==> src/hw/rtl/brbd_pkg.sv <==
package brbd_pkg;

   // field and state types
   typedef logic [7:0]  byte_type;
   typedef logic [23:0] code_type;
   typedef logic [4:0]  pos_type;
   typedef logic [1:0]  kind_type;
   typedef logic [1:0]  status_type;

   // item kinds
   localparam kind_type KIND_PUSH  = 2'd0;
   localparam kind_type KIND_START = 2'd1;
   localparam kind_type KIND_PROB  = 2'd2;
   localparam kind_type KIND_RAW   = 2'd3;

   // result status codes
   localparam status_type STATUS_OK      = 2'd0;
   localparam status_type STATUS_STARVED = 2'd1;
   localparam status_type STATUS_DROPPED = 2'd2;

   // decoder constants
   localparam byte_type RANGE_RESET = 8'd255;
   localparam pos_type  POS_RESET   = 5'b10000;   // -16, two's complement
   localparam int       REFILL_BITS = 16;
   localparam int       START_BYTES = 3;
   localparam int       VALUE_W     = 17;

endpackage

==> src/hw/rtl/brbd_byte_ram.sv <==
// Byte store for the compressed stream: one write port, one read port with
// registered read data.
module brbd_byte_ram
   import brbd_pkg::*;
#(
   parameter  int DEPTH  = 8,
   localparam int ADDR_W = $clog2(DEPTH)
) (
   input  logic              clock,
   input  logic              wr_en,
   input  logic [ADDR_W-1:0] wr_addr,
   input  byte_type          wr_data,
   input  logic [ADDR_W-1:0] rd_addr,
   output byte_type          rd_data
);

   byte_type mem [DEPTH];
   byte_type rd_data_ff;

   // write and registered read
   always_ff @(posedge clock) begin
      if (wr_en) begin
         mem[wr_addr] <= wr_data;
      end
      rd_data_ff <= mem[rd_addr];
   end

   assign rd_data = rd_data_ff;

endmodule

==> src/hw/rtl/binary_range_bit_decoder_core.sv <==
// Binary range decoder with an 8-bit range. Push beats (kind 0) store one
// compressed byte in an internal FIFO, or drop it when the FIFO is full, and
// answer in the cycle after they are taken; so do a start that finds fewer
// than three bytes and a raw read of zero bits. A start reads its three bytes
// one per cycle. A probability beat renormalises the range, refills 16 code
// bits from two FIFO bytes when needed, then splits the range. A raw read of
// n bits renormalises and splits once per bit. A single renormalise/split
// unit is stepped once per decoded bit, and the FIFO RAM delivers one byte
// per cycle. req_tready is low while an item is being worked on.
// Every item gives exactly one result beat; a starved item (status 1)
// leaves all decoder and FIFO state as it was. stream_bytes is written through
// csr_wr_en/csr_wr_data; the user must write it only while the block is idle, which the block does not enforce.
module binary_range_bit_decoder_core
   import brbd_pkg::*;
#(
   parameter int FIFO_DEPTH   = 8,
   parameter int MAX_RAW_BITS = 16
) (
   input  logic        clock,
   input  logic        reset,
   // configuration
   input  logic        csr_wr_en,
   input  logic [23:0] csr_wr_data,   // stream_bytes
   // item input
   input  logic        req_tvalid,
   output logic        req_tready,
   input  logic [23:0] req_tdata,     // data_byte[7:0], prob[15:8], bit_count[20:16],
                                      // nonzero_adjust[21], zero[23:22]
   input  logic [1:0]  req_tuser,     // kind[1:0]
   // result output
   output logic        rsp_tvalid,
   input  logic        rsp_tready,
   output logic [23:0] rsp_tdata,     // value[16:0], zero[23:17]
   output logic [1:0]  rsp_tuser      // status[1:0]
);

   localparam int PTR_W  = $clog2(FIFO_DEPTH);
   localparam int SUM_W  = PTR_W + 1;
   localparam int FILL_W = $clog2(FIFO_DEPTH + 1);
   localparam int CNT_W  = $clog2(MAX_RAW_BITS + 1);
   localparam int ACC_W  = MAX_RAW_BITS + 1;

   // sequencer states
   localparam logic [2:0] ST_IDLE     = 3'd0;
   localparam logic [2:0] ST_START    = 3'd1;
   localparam logic [2:0] ST_NORM     = 3'd2;
   localparam logic [2:0] ST_FETCH_HI = 3'd3;
   localparam logic [2:0] ST_FETCH_LO = 3'd4;
   localparam logic [2:0] ST_LOW      = 3'd5;
   localparam logic [2:0] ST_SPLIT    = 3'd6;
   localparam logic [2:0] ST_FIN      = 3'd7;

   // committed decoder state
   byte_type              range_ff,   range_in;
   code_type              code_ff,    code_in;
   pos_type               pos_ff,     pos_in;
   logic [23:0]           used_ff,    used_in;
   logic [PTR_W-1:0]      rd_ff,      rd_in;
   logic [FILL_W-1:0]     fill_ff,    fill_in;
   logic [23:0]           stream_ff,  stream_in;

   // working copy, committed when an item ends without starving
   byte_type              range_w_ff, range_w_in;
   code_type              code_w_ff,  code_w_in;
   pos_type               pos_w_ff,   pos_w_in;
   logic [23:0]           used_w_ff,  used_w_in;
   logic [PTR_W-1:0]      rd_w_ff,    rd_w_in;
   logic [FILL_W-1:0]     fill_w_ff,  fill_w_in;

   // item and sequencer registers
   logic [2:0]            state_ff,   state_in;
   kind_type              kind_ff,    kind_in;
   byte_type              prob_ff,    prob_in;
   logic                  adj_ff,     adj_in;
   logic [CNT_W-1:0]      cnt_ff,     cnt_in;
   logic [1:0]            sb_ff,      sb_in;
   byte_type              hi_ff,      hi_in;
   byte_type              low_ff,     low_in;
   logic [ACC_W-1:0]      acc_ff,     acc_in;
   logic [ACC_W-1:0]      res_val_ff, res_val_in;
   status_type            res_st_ff,  res_st_in;

   // output register
   logic                  rsp_valid_ff, rsp_valid_in;
   logic [VALUE_W-1:0]    rsp_val_ff,   rsp_val_in;
   status_type            rsp_st_ff,    rsp_st_in;

   // combinational helpers
   logic                  slot_free;
   logic                  req_fire;
   logic                  emit_en;
   logic [ACC_W-1:0]      emit_val;
   status_type            emit_st;
   logic [ACC_W+VALUE_W-1:0] emit_wide;
   logic                  mem_we;
   logic [PTR_W-1:0]      mem_wa;
   logic [SUM_W-1:0]      wsum;
   byte_type              rdata;
   logic [CNT_W-1:0]      n_clamp;
   logic [2:0]            sh;
   logic signed [5:0]     pos_sum;
   pos_type               pos_n;
   logic                  need_refill;
   logic [31:0]           refill_sh;
   logic [15:0]           prod;
   logic [8:0]            half;
   code_type              edge_v;
   logic                  dbit;
   logic [ACC_W-1:0]      acc_n;
   logic [ACC_W-1:0]      acc_adj;

   // leading-zero count of the range, 7 for a zero range
   function automatic logic [2:0] lead_shift(input byte_type r);
      logic [2:0] n;
      n = 3'd7;
      for (int i = 0; i < 8; i++) begin
         if (r[i]) begin
            n = 3'(7 - i);
         end
      end
      return n;
   endfunction

   // circular pointer advance
   function automatic logic [PTR_W-1:0] ptr_next(input logic [PTR_W-1:0] p);
      if (p == PTR_W'(FIFO_DEPTH - 1)) begin
         return '0;
      end
      return p + 1'b1;
   endfunction

   // FIFO storage
   brbd_byte_ram #(
      .DEPTH (FIFO_DEPTH)
   ) u_ram (
      .clock   (clock),
      .wr_en   (mem_we),
      .wr_addr (mem_wa),
      .wr_data (req_tdata[7:0]),
      .rd_addr (rd_w_in),
      .rd_data (rdata)
   );

   assign slot_free  = !rsp_valid_ff || rsp_tready;
   assign req_tready = (state_ff == ST_IDLE) && slot_free;
   assign req_fire   = req_tvalid && req_tready;

   // write address is head plus fill, wrapped
   always_comb begin
      wsum = SUM_W'(rd_ff) + SUM_W'(fill_ff);
      if (wsum >= SUM_W'(FIFO_DEPTH)) begin
         wsum = wsum - SUM_W'(FIFO_DEPTH);
      end
      mem_wa = wsum[PTR_W-1:0];
   end

   // raw bit count, saturated
   always_comb begin
      if (req_tdata[20:16] > 5'(MAX_RAW_BITS)) begin
         n_clamp = CNT_W'(MAX_RAW_BITS);
      end else begin
         n_clamp = req_tdata[16 +: CNT_W];
      end
   end

   // renormalisation: shift, saturating bit position, refill decision
   always_comb begin
      sh          = lead_shift(range_w_ff);
      pos_sum     = {pos_w_ff[4], pos_w_ff} + {3'b000, sh};
      if (pos_sum > 6'sd15) begin
         pos_n = 5'd15;
      end else begin
         pos_n = pos_sum[4:0];
      end
      need_refill = !pos_n[4] && (({1'b0, used_w_ff} + 25'd1) < {1'b0, stream_ff});
      refill_sh   = {16'b0, hi_ff, rdata} << pos_w_ff[3:0];
   end

   // split point and decision; range minus one wraps at 8 bits
   always_comb begin
      prod   = byte_type'(range_w_ff - 8'd1) * prob_ff;
      half   = ({1'b0, range_w_ff} + 9'd1);
      edge_v = {low_ff, 16'b0};
      dbit   = (code_w_ff >= edge_v);
      acc_n  = {acc_ff[ACC_W-2:0], dbit};
      acc_adj = {acc_n[ACC_W-2:0], 1'b0};
      if (acc_adj == '0) begin
         acc_adj = ACC_W'(1);
      end
   end

   // sequencer
   always_comb begin
      range_in   = range_ff;
      code_in    = code_ff;
      pos_in     = pos_ff;
      used_in    = used_ff;
      rd_in      = rd_ff;
      fill_in    = fill_ff;
      range_w_in = range_w_ff;
      code_w_in  = code_w_ff;
      pos_w_in   = pos_w_ff;
      used_w_in  = used_w_ff;
      rd_w_in    = rd_w_ff;
      fill_w_in  = fill_w_ff;
      state_in   = state_ff;
      kind_in    = kind_ff;
      prob_in    = prob_ff;
      adj_in     = adj_ff;
      cnt_in     = cnt_ff;
      sb_in      = sb_ff;
      hi_in      = hi_ff;
      low_in     = low_ff;
      acc_in     = acc_ff;
      res_val_in = res_val_ff;
      res_st_in  = res_st_ff;
      mem_we     = 1'b0;
      emit_en    = 1'b0;
      emit_val   = '0;
      emit_st    = STATUS_OK;

      case (state_ff)
         ST_IDLE: begin
            // working copy follows the committed state
            range_w_in = range_ff;
            code_w_in  = code_ff;
            pos_w_in   = pos_ff;
            used_w_in  = used_ff;
            rd_w_in    = rd_ff;
            fill_w_in  = fill_ff;
            if (req_fire) begin
               kind_in = req_tuser;
               prob_in = req_tdata[15:8];
               adj_in  = req_tdata[21];
               cnt_in  = n_clamp;
               sb_in   = 2'd0;
               acc_in  = '0;
               case (req_tuser)
                  KIND_PUSH: begin
                     emit_en = 1'b1;
                     if (fill_ff < FILL_W'(FIFO_DEPTH)) begin
                        mem_we  = 1'b1;
                        fill_in = fill_ff + 1'b1;
                     end else begin
                        emit_st = STATUS_DROPPED;
                     end
                  end
                  KIND_START: begin
                     if (fill_ff < FILL_W'(START_BYTES)) begin
                        emit_en = 1'b1;
                        emit_st = STATUS_STARVED;
                     end else begin
                        state_in = ST_START;
                     end
                  end
                  KIND_PROB: begin
                     state_in = ST_NORM;
                  end
                  default: begin
                     if (n_clamp == '0) begin
                        emit_en  = 1'b1;
                        emit_val = ACC_W'(req_tdata[21]);
                     end else begin
                        state_in = ST_NORM;
                     end
                  end
               endcase
            end
         end
         ST_START: begin
            // one byte per cycle into the code window
            code_w_in = {code_w_ff[15:0], rdata};
            rd_w_in   = ptr_next(rd_w_ff);
            fill_w_in = fill_w_ff - 1'b1;
            sb_in     = sb_ff + 2'd1;
            if (sb_ff == 2'(START_BYTES - 1)) begin
               range_w_in = RANGE_RESET;
               pos_w_in   = POS_RESET;
               used_w_in  = 24'(START_BYTES);
               res_val_in = '0;
               res_st_in  = STATUS_OK;
               state_in   = ST_FIN;
            end
         end
         ST_NORM: begin
            range_w_in = range_w_ff << sh;
            code_w_in  = code_w_ff << sh;
            pos_w_in   = pos_n;
            if (!need_refill) begin
               state_in = ST_LOW;
            end else if (fill_w_ff < FILL_W'(2)) begin
               res_val_in = '0;
               res_st_in  = STATUS_STARVED;
               state_in   = ST_FIN;
            end else begin
               state_in = ST_FETCH_HI;
            end
         end
         ST_FETCH_HI: begin
            hi_in     = rdata;
            rd_w_in   = ptr_next(rd_w_ff);
            fill_w_in = fill_w_ff - 1'b1;
            state_in  = ST_FETCH_LO;
         end
         ST_FETCH_LO: begin
            code_w_in = code_w_ff | refill_sh[23:0];
            used_w_in = used_w_ff + 24'd2;
            pos_w_in  = pos_w_ff - 5'(REFILL_BITS);
            rd_w_in   = ptr_next(rd_w_ff);
            fill_w_in = fill_w_ff - 1'b1;
            state_in  = ST_LOW;
         end
         ST_LOW: begin
            if (kind_ff == KIND_PROB) begin
               low_in = prod[15:8] + 8'd1;
            end else begin
               low_in = half[8:1];
            end
            state_in = ST_SPLIT;
         end
         ST_SPLIT: begin
            if (dbit) begin
               range_w_in = range_w_ff - low_ff;
               code_w_in  = code_w_ff - edge_v;
            end else begin
               range_w_in = low_ff;
            end
            res_st_in = STATUS_OK;
            if (kind_ff == KIND_PROB) begin
               res_val_in = ACC_W'(dbit);
               state_in   = ST_FIN;
            end else begin
               acc_in = acc_n;
               cnt_in = cnt_ff - 1'b1;
               if (cnt_ff == CNT_W'(1)) begin
                  res_val_in = adj_ff ? acc_adj : acc_n;
                  state_in   = ST_FIN;
               end else begin
                  state_in = ST_NORM;
               end
            end
         end
         ST_FIN: begin
            if (slot_free) begin
               emit_en  = 1'b1;
               emit_val = res_val_ff;
               emit_st  = res_st_ff;
               if (res_st_ff != STATUS_STARVED) begin
                  range_in = range_w_ff;
                  code_in  = code_w_ff;
                  pos_in   = pos_w_ff;
                  used_in  = used_w_ff;
                  rd_in    = rd_w_ff;
                  fill_in  = fill_w_ff;
               end
               state_in = ST_IDLE;
            end
         end
         default: begin
            state_in = ST_IDLE;
         end
      endcase
   end

   // configuration register
   always_comb begin
      stream_in = stream_ff;
      if (csr_wr_en) begin
         stream_in = csr_wr_data;
      end
   end

   // output register
   assign emit_wide = {{VALUE_W{1'b0}}, emit_val};
   always_comb begin
      rsp_valid_in = rsp_valid_ff && !rsp_tready;
      rsp_val_in   = rsp_val_ff;
      rsp_st_in    = rsp_st_ff;
      if (emit_en) begin
         rsp_valid_in = 1'b1;
         rsp_val_in   = emit_wide[VALUE_W-1:0];
         rsp_st_in    = emit_st;
      end
   end

   // control and decoder state
   always_ff @(posedge clock) begin
      if (reset) begin
         state_ff     <= ST_IDLE;
         rsp_valid_ff <= 1'b0;
         range_ff     <= RANGE_RESET;
         code_ff      <= '0;
         pos_ff       <= POS_RESET;
         used_ff      <= '0;
         rd_ff        <= '0;
         fill_ff      <= '0;
         stream_ff    <= '0;
      end else begin
         state_ff     <= state_in;
         rsp_valid_ff <= rsp_valid_in;
         range_ff     <= range_in;
         code_ff      <= code_in;
         pos_ff       <= pos_in;
         used_ff      <= used_in;
         rd_ff        <= rd_in;
         fill_ff      <= fill_in;
         stream_ff    <= stream_in;
      end
   end

   // working and payload registers
   always_ff @(posedge clock) begin
      range_w_ff <= range_w_in;
      code_w_ff  <= code_w_in;
      pos_w_ff   <= pos_w_in;
      used_w_ff  <= used_w_in;
      rd_w_ff    <= rd_w_in;
      fill_w_ff  <= fill_w_in;
      kind_ff    <= kind_in;
      prob_ff    <= prob_in;
      adj_ff     <= adj_in;
      cnt_ff     <= cnt_in;
      sb_ff      <= sb_in;
      hi_ff      <= hi_in;
      low_ff     <= low_in;
      acc_ff     <= acc_in;
      res_val_ff <= res_val_in;
      res_st_ff  <= res_st_in;
      rsp_val_ff <= rsp_val_in;
      rsp_st_ff  <= rsp_st_in;
   end

   assign rsp_tvalid = rsp_valid_ff;
   assign rsp_tdata  = {{(24 - VALUE_W){1'b0}}, rsp_val_ff};
   assign rsp_tuser  = rsp_st_ff;

   // checks
   a_fill_bound: assert property (@(posedge clock) disable iff (reset)
      fill_ff <= FILL_W'(FIFO_DEPTH))
      else $error("FIFO fill above depth");

   a_head_bound: assert property (@(posedge clock) disable iff (reset)
      {1'b0, rd_ff} < SUM_W'(FIFO_DEPTH))
      else $error("FIFO head pointer out of range");

   a_fetch_nonempty: assert property (@(posedge clock) disable iff (reset)
      (state_ff == ST_START || state_ff == ST_FETCH_HI || state_ff == ST_FETCH_LO)
      |-> (fill_w_ff != '0))
      else $error("byte fetched from empty FIFO");

   a_norm_range: assert property (@(posedge clock) disable iff (reset)
      (state_ff == ST_NORM) |=> (range_w_ff[7] || range_w_ff == 8'd0))
      else $error("range not renormalised");

   a_starved_keeps: assert property (@(posedge clock) disable iff (reset)
      (state_ff == ST_FIN && slot_free && res_st_ff == STATUS_STARVED)
      |=> ($stable(range_ff) && $stable(code_ff) && $stable(fill_ff) && $stable(rd_ff)))
      else $error("starved item changed decoder state");

endmodule

==> config.mk <==
export PLATFORM = sky130hd
export DESIGN_NAME = binary_range_bit_decoder_core
export DESIGN_NICKNAME = d
export VERILOG_FILES = /design/src/hw/rtl/brbd_pkg.sv /design/src/hw/rtl/brbd_byte_ram.sv /design/src/hw/rtl/binary_range_bit_decoder_core.sv
export SDC_FILE = /design/constraint.sdc
export NUM_CORES = 1
export LEC_CHECK = 0
export ABC_CLOCK_PERIOD_IN_PS = 10600
export BUFFER_PORTS_ARGS = -buffer_cell sky130_fd_sc_hd__buf_4
export CAP_MARGIN = 30
export CORE_MARGIN = 4
export CORE_UTILIZATION = 49
export CTS_BUF_LIST = sky130_fd_sc_hd__clkbuf_4
export CTS_CLUSTER_DIAMETER = 50
export CTS_CLUSTER_SIZE = 40
export DETAILED_ROUTE_END_ITERATION = 12
export GPL_TIMING_DRIVEN = 0
export PLACE_DENSITY = 0.77
export SLEW_MARGIN = 20
export SYNTH_ARGS = -nofsm -noshare
export SYNTH_HDL_FRONTEND = slang
export SYNTH_SLANG_ARGS = --single-unit
==> constraint.sdc <==
create_clock -name clock -period 10.6 [get_ports clock]
set_input_delay 0.53 -clock clock [delete_from_list [all_inputs] [get_ports clock]]
set_output_delay 0.53 -clock clock [all_outputs]
set_load 0.01 [all_outputs]
**Yosys cells after proc, flatten, opt, wreduce, memory -nomap -nowiden**

Memory sizes are Yosys's and may differ from the RTL's. A register that Yosys moved wholly into a read port is not among the register bits.
Index checks and enable logic that the tools add are counted.

- Flip-flop bits (word level): 252
- Latch bits: 0
- Memory bits (writable): 64
- Bits in read-only memories: 0
- Input bits: 55
- Output and inout bits: 28
- Word-level logic and storage cells: 211
- Memories: 1

Memories:

| name | depth | width | read ports | clocked after memory_dff | wr ports | RTL line | RTL |
|---|---|---|---|---|---|---|---|
| u_ram.mem | 8 | 8 | 1 | 1 | 1 | brbd_byte_ram.sv:17 | `byte_type mem [DEPTH];` |

- Add/sub/neg operators: 16
- Multipliers: 1
- Divide/modulo/power cells: 0
- Magnitude comparators: 8
- Equal/unequal tests: 28
- Shifts and indexed selects: 3
- Multiplexer cells: 91
- Bitwise operators: 1
- Reductions and logical operators: 35

Operators with widths:

| kind | number |
|---|---|
| $mux 17 | 8 |
| $pmux 24 s5 | 1 |
| $pmux 24 s3 | 1 |
| $mux 3 | 20 |
| $pmux 17 s3 | 1 |
| $mux 24 | 2 |
| $pmux 17 s2 | 1 |
| $mux 16 | 2 |
| $pmux 16 s2 | 1 |
| $pmux 8 s4 | 1 |
| $add 24x1->25 const B | 1 |
| $lt 25x24->1 | 1 |
| $mux 5 | 5 |
| $add 24x2->24 const B | 1 |
| $ge 24x24->1 | 1 |
| $mux 8 | 3 |
| $or 24x24->24 | 1 |
| $pmux 3 s8 | 1 |
| $shl 16x4->24 | 1 |
| $shl 24x3->24 | 1 |
| $sub 24x24->24 | 1 |
| $mux 1 | 20 |
| $mux 4 | 5 |
| $pmux 5 s4 | 1 |
| 56 further kinds | 102 |

**Depth between registers and ports, before layout**

- Word-level depth: 14
- Gate-level depth with buffers: 21
- Mapped depth without buffers: 21

**Hierarchy**

A second synthesis with hierarchy kept.

- Cell total of the unflattened synthesis: 2002
- Area, all modules: 19658.9 um^2

Modules (own cells, without submodules):

| module | instances | cells an instance | area each (um^2) | seq. area each (um^2) |
|---|---|---|---|---|
| binary_range_bit_decoder_core | 1 | 1888 | 16967.5 | 6546.3 |
| brbd_byte_ram | 1 | 114 | 2691.3 | 2082.0 |

**Worst setup path before layout**

No wires, ideal clock.

- Path kind: flip-flop to flip-flop
- Start: register range_w_ff[1]
- End: register low_ff[7] (data pin)
- Setup time: 0.263 ns
- Data arrival time: 5.557 ns
- Data required time: 10.337 ns
- Setup slack: 4.780 ns
- Cell stages (with the launch flop): 20
- Buffers on the path: 0
- Period minus slack after synthesis: 5.820 ns
- Cell sequence: edfxtp_1 > inv_1 > ha_1 > nand2_1 > xnor2_1 > nand2b_1 > fa_1 > fa_1 > inv_1 > fa_1 > fa_1 > ha_1 > a2111oi_0 > o21a_1 > o21ai_0 > a2111oi_4 > nand4b_2 > o211a_1 > nor4_1 > nand2_1

- Cells in the longest elaborated chain, start to end: 4
- Elaborated cells on any way between the ends: 5
- Those cells by class: 3 x add/sub; 1 x mul; 1 x mux

Ends and longest elaborated chain:

| item | RTL line | RTL |
|---|---|---|
| from (decl) | binary_range_bit_decoder_core.sv:63 | `byte_type range_w_ff, range_w_in;` |
| from (signal assigned) | binary_range_bit_decoder_core.sv:413 | `range_w_ff <= range_w_in;` |
| $sub 8x1->8 | binary_range_bit_decoder_core.sv:181 | `prod = byte_type'(range_w_ff - 8'd1) * prob_ff;` |
| $mul 8x8->16 | binary_range_bit_decoder_core.sv:181 |  |
| $add 8x1->8 | binary_range_bit_decoder_core.sv:315 | `low_in = prod[15:8] + 8'd1;` |
| $mux 8 (*) | binary_range_bit_decoder_core.sv:314 | `if (kind_ff == KIND_PROB) begin` |
| to (signal assigned) | binary_range_bit_decoder_core.sv:425 | `low_ff <= low_in;` |
| to (decl) | binary_range_bit_decoder_core.sv:78 | `byte_type low_ff, low_in;` |

Every way passes the cells marked *; elsewhere a longest branch is shown, timed or not.
A chain may end at the register's enable or synchronous reset.

**Worst setup path after layout**

Ends and elaborated chain as after synthesis.

==> impl_metrics.prom <==
# TYPE chip_impl_metric gauge
chip_impl_info{name="status",value="complete, no violations"} 1
chip_impl_metric{name="worst_path_max_fanout",unit=""} 9
chip_impl_metric{name="viasPerCell",unit=""} 5.96
chip_impl_metric{name="r2r_setup_slack",unit="ps"} 3620
chip_impl_metric{name="clock.fmax",unit="GHz"} 0.143
chip_impl_info{name="critPathKind",value="register to register"} 1
chip_impl_info{name="synthMostInstantiatedCell",value="sky130_fd_sc_hd__nand2_1"} 1
chip_impl_metric{name="mappedNetlistArea",unit="mm²"} 0.0198
chip_impl_metric{name="routedWlPerCell",unit="µm"} 20.5
chip_impl_info{name="rr_startpoint",value="range_w_ff[1]"} 1
chip_impl_metric{name="hpwl_dp",unit="mm"} 42.1
chip_impl_metric{name="grt_max_degree",unit=""} 26
chip_impl_metric{name="cts.path.max_buffers",unit=""} 3
chip_impl_metric{name="worstHoldPathCells",unit=""} 3
chip_impl_metric{name="r2r_cells",unit=""} 19
chip_impl_metric{name="place_worst_setup_slack",unit="ps"} 3730
chip_impl_info{name="timing.hold.worst.start",value="req_tdata[16]"} 1
chip_impl_metric{name="die_y",unit="µm"} 209
chip_impl_metric{name="finalNetCount",unit=""} 2411
chip_impl_metric{name="grt_usage",unit="%"} 25.4
chip_impl_metric{name="floorplan.core_area",unit="mm²"} 0.0398
chip_impl_metric{name="floorplan.initialDensity",unit="%"} 49.7
chip_impl_metric{name="final_layout_size_suffix_gt1_share",unit="%"} 9.48
chip_impl_metric{name="slew_headroom",unit="%"} 31.8
chip_impl_metric{name="post_cts_resized",unit=""} 0
chip_impl_metric{name="route.layer.met1.wl",unit="mm"} 23.4
chip_impl_metric{name="final.fill_count",unit=""} 3425
chip_impl_metric{name="drc",unit=""} 0
chip_impl_metric{name="synthToLayoutAreaGrowth",unit="%"} 12.5
chip_impl_metric{name="clock_tree.htree_level_count",unit=""} 2
chip_impl_metric{name="routed_wirelength",unit="mm"} 57.1
chip_impl_metric{name="route.met3.wl",unit="mm"} 4.98
chip_impl_metric{name="final_max_slew_viol_count",unit=""} 0
chip_impl_info{name="timing.critical_path.to_type",value="register"} 1
chip_impl_metric{name="synth_top_area_share",unit="%"} 32.8
chip_impl_info{name="startpoint_type_of_the_worst_setup_path",value="register"} 1
chip_impl_metric{name="globalplace.congestion",unit=""} 0.985
chip_impl_metric{name="number_of_setup_violations_in_the_final_report",unit=""} 0
chip_impl_metric{name="final_period_minus_worst_setup_slack",unit="ps"} 6980
chip_impl_metric{name="synth_cells",unit=""} 2060
chip_impl_info{name="synth.largest_area_cell",value="sky130_fd_sc_hd__edfxtp_1"} 1
chip_impl_metric{name="number_of_antenna_violations_at_the_first_check_in_global_routing",unit=""} 3
chip_impl_metric{name="synth.avg_cell_area",unit="µm²"} 9.60
chip_impl_metric{name="die_width",unit="µm"} 209
chip_impl_metric{name="first_global_vias",unit=""} 16200
chip_impl_info{name="cts_tree",value="yes"} 1
chip_impl_info{name="synthTopCellsByCount",value="279 x sky130_fd_sc_hd__nand2_1, 216 x sky130_fd_sc_hd__edfxtp_1, 188 x sky130_fd_sc_hd__nor2_1"} 1
chip_impl_metric{name="first_iter_violations",unit=""} 1847
chip_impl_info{name="rsz0062_at_grt",value="false"} 1
chip_impl_metric{name="antenna_violating_nets_left",unit=""} 0
chip_impl_metric{name="first_pass_grt_wire_length",unit="mm"} 89.2
chip_impl_metric{name="postSynthRegisterBits",unit=""} 323
chip_impl_info{name="synth-main-ff-cell",value="sky130_fd_sc_hd__edfxtp_1"} 1
chip_impl_metric{name="die_area",unit="mm²"} 0.0436
chip_impl_metric{name="final.setup.worst_slack",unit="ps"} 3620
chip_impl_info{name="routed.top_layer",value="met5"} 1
chip_impl_metric{name="finalHoldViolCount",unit=""} 0
chip_impl_metric{name="actual_transition_at_the_worst_max_transition_pin",unit="ps"} 1010
chip_impl_metric{name="portBuffers",unit=""} 71
chip_impl_info{name="post_synth_main_area_contributors",value="sky130_fd_sc_hd__edfxtp_1 33%, sky130_fd_sc_hd__dfxtp_1 11%, sky130_fd_sc_hd__ha_1 5.7%, sky130_fd_sc_hd__mux2i_1 5.6%, sky130_fd_sc_hd__nand2_1 5.3%"} 1
chip_impl_info{name="critical_path.reg2reg.endpoint",value="low_ff[7]"} 1
chip_impl_metric{name="yosys_warning_count",unit=""} 0
chip_impl_info{name="worst_hold_path_type",value="primary input to register"} 1
chip_impl_metric{name="timing.setup.tns",unit="ps"} 0
chip_impl_metric{name="required",unit="ps"} 11140
chip_impl_metric{name="synth_cell_type_count",unit=""} 75
chip_impl_metric{name="first_pass_iters",unit=""} 8
chip_impl_metric{name="synth_enable_flop_cells",unit=""} 216
chip_impl_metric{name="share_of_async_settable_or_async_resettable_flops_after_synthesis",unit="%"} 0
chip_impl_metric{name="routed-via-count",unit=""} 16600
chip_impl_metric{name="max_cap_viol_count",unit=""} 0
chip_impl_metric{name="gr-total-overflow",unit=""} 0
chip_impl_metric{name="register_area_share_after_synthesis",unit="%"} 43.6
chip_impl_metric{name="fin_crit_sh",unit="%"} 65.8
chip_impl_metric{name="worst_skew_pair.late_latency",unit="ps"} 850
chip_impl_metric{name="tritoncts.num_buffers",unit=""} 39
chip_impl_metric{name="route.met2.wl",unit="mm"} 26.4
chip_impl_metric{name="worst_clock_skew",unit="ps"} 109
chip_impl_metric{name="boundaryPins",unit=""} 83
chip_impl_info{name="hold_path_end",value="cnt_ff[0]"} 1
chip_impl_metric{name="cp_data_arrival_time",unit="ps"} 7520
chip_impl_metric{name="numClockSinks",unit=""} 323
chip_impl_metric{name="clkSlewWorstSetupHoldPaths",unit="ps"} 150
chip_impl_info{name="cell_chosen_for_the_clock_root",value="sky130_fd_sc_hd__clkbuf_4"} 1
chip_impl_metric{name="placementRows",unit=""} 73
[critical path, cell delays in order, from the launching register on]
cell	delay, ps
sky130_fd_sc_hd__edfxtp_1	570
sky130_fd_sc_hd__inv_1	270
sky130_fd_sc_hd__ha_1	250
sky130_fd_sc_hd__nand2_1	80
sky130_fd_sc_hd__xnor2_1	710
sky130_fd_sc_hd__nand2b_1	230
sky130_fd_sc_hd__fa_1	440
sky130_fd_sc_hd__fa_1	500
sky130_fd_sc_hd__inv_1	60
sky130_fd_sc_hd__fa_1	530
sky130_fd_sc_hd__fa_1	500
sky130_fd_sc_hd__ha_1	370
sky130_fd_sc_hd__a2111oi_0	600
sky130_fd_sc_hd__o21a_1	240
sky130_fd_sc_hd__o21ai_0	180
sky130_fd_sc_hd__a2111oi_4	370
sky130_fd_sc_hd__nand4b_2	190
sky130_fd_sc_hd__o211a_1	240
sky130_fd_sc_hd__nor4_1	290
sky130_fd_sc_hd__nand2_1	100
[routing by layer]
metal / up-vias / track usage, %
met5: - / 0
met4: 2 / 10.6
met3: 162 / 4.68
met2: 769 / 41.1
met1: 8028 / 33.9
li1: 7633 / -
[metrics by stage]
step | util (%) | hold slack [ps] | area (µm²) | std cells
floorplan | - | 430 | 19800 | 2066
global placement | 52.7 | 442 | 21000 | 2662
detailed placement | 52.9 | 447 | 21100 | 2666
CTS | 55.8 | 23.7 | 22200 | 2780
global route | 55.9 | 63.1 | 22200 | 2784
finish | 55.9 | 96.6 | 22200 | 2784
[worst max-delay path by stage]
stage / start / end / slack (ps)
floorplan: range_w_ff[1] / low_ff[7] / 4780
global placement: range_w_ff[1] / low_ff[7] / 3870
detailed placement: range_w_ff[1] / low_ff[7] / 3730
CTS: range_w_ff[1] / low_ff[7] / 3700
global route: range_w_ff[1] / low_ff[7] / 3230
finish: range_w_ff[1] / low_ff[7] / 3620
[layout make-up]
| cell class | count | area [µm²] | share of cell area [%] |
|---|---|---|---|
| diodes | 2 | 5.00 | 0.0225 |
| plain buffers | 129 | 517 | 2.32 |
| clock buffers | 42 | 315 | 1.42 |
| clock inverters | 29 | 403 | 1.81 |
| inverters | 105 | 394 | 1.77 |
| multi-input cells | 1509 | 10300 | 46.3 |
| flip-flops and latches | 323 | 8630 | 38.8 |
| well taps | 525 | 657 | 2.95 |
| repair buffers | 120 | 1020 | 4.60 |
[cells by family (layout without fill, tap and decap cells)]
kind of cell             count (synthesis)  in the layout  share of synthesized area (%)
AO/OA/AOI/OAI                          425            425                           13.1
XOR/XNOR                                91             91                           4.03
adder cells (fa/ha/maj)                129            129                           9.64
buffers and inverters                  234            425                           4.61
flip-flops                             323            323                           43.6
multiplexers                           150            150                           8.52
other                                    1              9                         0.0190
AND/OR/NAND/NOR                        707            707                           16.4
[state kept, by name (all words and copies together), names as in the netlist, 3 cells and up]
signal,count
fill_ff,4
stream_ff,24
u_ram.rd_data,8
code_ff,24
cnt_ff,5
used_ff,24
code_w_ff,24
state_ff,3
range_ff,8
u_ram.mem,64
prob_ff,8
rsp_val_ff,17
res_val_ff,17
pos_w_ff,5
low_ff,8
rd_w_ff,3
range_w_ff,8
used_w_ff,24
hi_ff,8
pos_ff,5
acc_ff,16
fill_w_ff,4
rd_ff,3
[timing repair]
action | 4_1_cts | 5_1_grt
buffers inserted | 0 | 0
hold buffers | 43 | 0
hold endpoints to repair | 99 | 0
[cells in the final DEF (no fill, tap or decap), types with 90 or more instances in the layout]
cell and count:
sky130_fd_sc_hd__a21oi_1 154, sky130_fd_sc_hd__clkbuf_1 109, sky130_fd_sc_hd__dfxtp_1 107, sky130_fd_sc_hd__edfxtp_1 216, sky130_fd_sc_hd__ha_1 90, sky130_fd_sc_hd__inv_1 103
sky130_fd_sc_hd__mux2i_1 111, sky130_fd_sc_hd__nand2_1 279, sky130_fd_sc_hd__nor2_1 188, sky130_fd_sc_hd__o21ai_0 111
Power is not shown: default switching activity piles up to over one toggle a cycle in this logic, so the estimate is an artifact.
